## config.mk

```make
export PLATFORM = sky130hd
export DESIGN_NAME = sem_ctrl
export DESIGN_NICKNAME = d
export VERILOG_FILES = /design/src/rtl/core/sem_pkg.sv /design/src/rtl/core/sem_ctrl.sv
export SDC_FILE = /design/constraint.sdc
export NUM_CORES = 1
export LEC_CHECK = 0
export BUFFER_PORTS_ARGS = -buffer_cell sky130_fd_sc_hd__buf_2
export CAP_MARGIN = 20
export CORE_AREA = 4 4 41 43
export CTS_BUF_LIST = sky130_fd_sc_hd__clkbuf_8
export CTS_CLUSTER_SIZE = 12
export DETAILED_ROUTE_END_ITERATION = 16
export DIE_AREA = 0 0 45 47
export SLEW_MARGIN = 5
export SYNTH_ARGS = -nofsm -noshare
export SYNTH_HDL_FRONTEND = slang
export SYNTH_SLANG_ARGS = --single-unit
```

## constraint.sdc

```tcl
create_clock -name clk_i -period 2.7 [get_ports clk_i]
set_input_delay 0.27 -clock clk_i [delete_from_list [all_inputs] [get_ports clk_i]]
set_output_delay 0.27 -clock clk_i [all_outputs]
set_load 0.05 [all_outputs]
```

## src/rtl/core/sem_pkg.sv

```systemverilog
// Shared types and constants for the Sobel edge magnitude core.
package sem_pkg;

  localparam int PixW = 24;
  localparam int ChanW = 8;
  localparam int RowW = 17;
  localparam int CfgDataW = 16;
  localparam int GradW = 12;
  localparam int SumW = 22;
  localparam int RemW = 17;
  localparam int RootSteps = 8;
  localparam int StepW = 3;
  localparam logic [SumW-1:0] SatLimit = SumW'(65280);
  localparam logic [ChanW-1:0] ChanMax = 8'd255;

  localparam logic CfgIdxWidth = 1'b0;
  localparam logic CfgIdxHeight = 1'b1;

  localparam logic ModePixel = 1'b0;
  localparam logic ModeFlush = 1'b1;

  typedef struct packed {
    logic             mode;
    logic [ChanW-1:0] pixel_red;
    logic [ChanW-1:0] pixel_green;
    logic [ChanW-1:0] pixel_blue;
  } sem_in_t;

  typedef struct packed {
    logic [ChanW-1:0] edge_red;
    logic [ChanW-1:0] edge_green;
    logic [ChanW-1:0] edge_blue;
    logic             frame_end;
  } sem_out_t;

  typedef enum logic [2:0] {
    ST_IDLE,
    ST_LINE,
    ST_GRAD,
    ST_SQR,
    ST_ROOT,
    ST_OUT
  } sem_state_e;

  typedef struct packed {
    logic             load;
    logic             line;
    logic             grad;
    logic             sqr;
    logic             root;
    logic [StepW-1:0] bit_idx;
    logic             out_load;
  } sem_cmd_t;

  typedef struct packed {
    logic drop;
    logic emit;
    logic out_free;
  } sem_sts_t;

endpackage

```

## src/rtl/core/sem_ctrl.sv

```systemverilog
// Sequencer for one word: line store access, gradients, squares, root steps, output.
module sem_ctrl (
  input  logic                clk_i,
  input  logic                rst_ni,
  input  logic                in_valid_i,
  output logic                in_ready_o,
  input  sem_pkg::sem_sts_t   sts_i,
  output sem_pkg::sem_cmd_t   cmd_o
);

  sem_pkg::sem_state_e          state_q, state_d;
  logic [sem_pkg::StepW-1:0]    step_q, step_d;

  always_ff @(posedge clk_i or negedge rst_ni) begin
    if (!rst_ni) begin
      state_q <= sem_pkg::ST_IDLE;
      step_q  <= '0;
    end else begin
      state_q <= state_d;
      step_q  <= step_d;
    end
  end

  always_comb begin
    state_d = state_q;
    step_d  = step_q;
    unique case (state_q)
      sem_pkg::ST_IDLE: begin
        if (in_valid_i && !sts_i.drop) state_d = sem_pkg::ST_LINE;
      end
      sem_pkg::ST_LINE: begin
        state_d = sts_i.emit ? sem_pkg::ST_GRAD : sem_pkg::ST_IDLE;
      end
      sem_pkg::ST_GRAD: state_d = sem_pkg::ST_SQR;
      sem_pkg::ST_SQR: begin
        state_d = sem_pkg::ST_ROOT;
        step_d  = sem_pkg::StepW'(sem_pkg::RootSteps - 1);
      end
      sem_pkg::ST_ROOT: begin
        step_d = step_q - 1'b1;
        if (step_q == '0) state_d = sem_pkg::ST_OUT;
      end
      sem_pkg::ST_OUT: begin
        if (sts_i.out_free) state_d = sem_pkg::ST_IDLE;
      end
      default: state_d = sem_pkg::ST_IDLE;
    endcase
  end

  always_comb begin
    cmd_o         = '0;
    cmd_o.bit_idx = step_q;
    in_ready_o    = 1'b0;
    unique case (state_q)
      sem_pkg::ST_IDLE: begin
        in_ready_o = 1'b1;
        cmd_o.load = in_valid_i;
      end
      sem_pkg::ST_LINE: cmd_o.line = 1'b1;
      sem_pkg::ST_GRAD: cmd_o.grad = 1'b1;
      sem_pkg::ST_SQR:  cmd_o.sqr  = 1'b1;
      sem_pkg::ST_ROOT: cmd_o.root = 1'b1;
      sem_pkg::ST_OUT:  cmd_o.out_load = sts_i.out_free;
      default: ;
    endcase
  end

endmodule

```

==> results_dict.tcl <==
set metrics [dict create \
    outcome "finished clean" \
    rsz0062_at_grt "false" \
    leakage_nw 0.304 \
    yosysTopAreaCell "dfrtp_1" \
    remaining_drc_errors 0 \
    drtAntennaViolNets 0 \
    syn_to_final_growth_pct 36.6 \
    grt_pass1_wl_um 1410 \
    cts_tree "done" \
    final_nets 69 \
    hold_viol 0 \
    num_vias 326 \
    start_util_pct 29.4 \
    timing.fmax_mhz 584 \
    synth_area_um2 383 \
    crit_arrival_ns 1.44 \
    avgViaCountPerCell 4.41 \
    grt_max_degree 13 \
    drive_gt1_share_pct 40.7 \
    muxShareOfSynthArea_pct 2.61 \
    slew_viol_final 0 \
    cp_max_fo 12 \
    dp.final_hpwl_um 656 \
    die_w_um 45 \
    synth.top_cells.by_count "6 x dfrtp_1, 5 x inv_1, 5 x nand2_1" \
    path_delay_family "flip-flops" \
    yosysSeqAreaShare_pct 39.2 \
    synth_top_family_by_area "simple AND/OR/NAND/NOR gates" \
    timing.setup.tns_ns 0 \
    boundaryPins 16 \
    syn_inst 41 \
    max_cap_violations 0 \
    peakVddDrop_v 0.000502 \
    syn_area_per_cell_um2 9.34 \
    synth_top_area_share_pct 39.2 \
    worstSkewPairLatency_ns 0.22 \
    end_kind "output port" \
    first_global_vias 329 \
    cts_max_path_buffers 2 \
    synthSimpleGateAreaFrac_pct 32.0 \
    cts_buffers 3 \
    path_clk_slew_ns 0.04 \
    setup_viol 0 \
    synthAdderAreaFrac_pct 6.54 \
    post-place-ws_ns 1.20 \
    period_share_pct 63.4 \
    cp_cell_sequence "nor3b_1 -> buf_2" \
    h-tree-depth 1 \
    ys_ff_latch 6 \
    synth_area_leaders "dfrtp_1 39%, nor2b_4 7.2%, ha_1 6.5%" \
    synth_cell_types 21 \
    synth_nets 49 \
    root_buffer "clkbuf_8" \
    slowest_delay_ns 0.58 \
    dieArea_um2 2120 \
    yosysMostFrequentCell "dfrtp_1" \
    ys.flop_type "dfrtp_1" \
    synth_edf_count 0 \
    start_kind "register" \
    dr.pass1.iters 4 \
    async_flop_share_pct 100 \
    grtUsageTotal_pct 9.69 \
    skew_ns 0.00311 \
    antennaDiodeCount 0 \
    path_class "register to output port" \
    p_per_area_nw_per_um2 1350 \
    postCtsSetupBuffers 0 \
    drt-initial-drc-count 4 \
    gr-total-overflow 0 \
    fillers 146 \
    core_um2 1300 \
    rows 13 \
    antenna_found_initial 0 \
    die_h_um 47 \
    cp_num_buf_inv 1 \
    cp.required_ns 2.43 \
    synth_xor_area_share_pct 0 \
    slew_headroom_pct 72.7 \
    io_buffers 15 \
    worst_slew_pin_slew_ns 0.410 \
    wl_per_cell_um 11.1 \
    period_minus_slack_ns 1.71 \
    synth-compound-area-share_pct 13.4 \
    finalWirelength_um 825 \
    slowest_stage "dfrtp_1" \
    routabilityCongestion 0.739 \
    ys_warn_count 0 \
    clock_sinks 6 \
    setup_ws_ns 0.989 \
    hold_path_class "input port to register" \
]
sequential cells by signal, summed over array words and instances, names as in the netlist:
register	count
state_q	3
step_q	3
cell usage in the layout (no fill, tap or decap):
cell type,instances
buf_2,15
dfrtp_1,6
inv_1,5
nand2_1,5
nor2_1,4
clkbuf_8,3
nor2b_4,2
o21ai_1,2
o211ai_1,2
ha_1,2
nor3b_1,1
and2_4,1
nor3_2,1
and2_1,1
nand2b_2,1
o21ai_0,1
mux2i_1,1
nand2b_4,1
nand2b_1,1
a21oi_1,1
o32ai_1,1
a21o_1,1
dlygate4sd3_1,1
kinds of logic (layout without fill, tap and decap cells):
| family | after synthesis | count (layout) |
|---|---|---|
| AO/OA/AOI/OAI | 8 | 8 |
| adder cells (fa/ha/maj) | 2 | 2 |
| buffers and inverters | 6 | 24 |
| flip-flops | 6 | 6 |
| multiplexers | 1 | 1 |
| AND/OR/NAND/NOR | 18 | 18 |
path summary, 6_finish.rpt:
check | from | to | slack [ns] | cells after the start
setup / recovery | state_q[0] | cmd_o[7] | 0.99 | 2
hold / removal | sts_i[1] | state_q[1] | 0.26 | 2
setup reg to reg | step_q[0] | step_q[2] | 1.54 | 4
hold reg to reg | step_q[1] | step_q[1] | 0.56 | 2
max in group asynchronous | rst_ni | state_q[0] | 2.15 | 2
min in group asynchronous | rst_ni | step_q[0] | 0.40 | 2
per-stage QoR:
stage / hold slack [ns] / total power, mW / instances / utilization [%] / area (um2)
2_1_floorplan: -0.0256 / 0.498 / 41 / - / 383
3_3_place_gp: 0.108 / 0.574 / 70 / 36.3 / 472
3_5_place_dp: 0.106 / 0.578 / 70 / 36.3 / 472
4_1_cts: 0.263 / 0.716 / 74 / 40.2 / 523
5_1_grt: 0.276 / 0.760 / 74 / 40.2 / 523
6_report: 0.263 / 0.707 / 74 / 40.2 / 523
layout make-up:
type / instances / area, um2 / area share, %
clock buffer: 3 / 41.3 / 7.89
inverter: 5 / 18.8 / 3.59
multi-input combinational: 29 / 209 / 40.0
sequential: 6 / 150 / 28.7
tap: 15 / 18.8 / 3.59
timing repair buffer: 16 / 85.1 / 16.3
report_power, final:
part	switching [mW]	internal [mW]	total, mW
Sequential	0.0577	0.124	0.182
Clock	0.0363	0.0956	0.132
Combinational	0.271	0.123	0.394
per-layer routing:
layer / up-vias / routed length (um) / global-route usage [%]
met1: 138 / 404 / 12.7
li1: 171 / - / -
met4: 0 / 9 / 8.77
met5: - / 0 / 0
met2: 15 / 318 / 12.4
met3: 2 / 92 / 3.07
repair_timing:
| action | in CTS | in global routing |
|---|---|---|
| resized for setup | 0 | 0 |
| hold endpoints to repair | 6 | 0 |
| setup endpoints to repair | 0 | 0 |
| hold buffers | 1 | 0 |
Power figures use the tool's default switching activity.
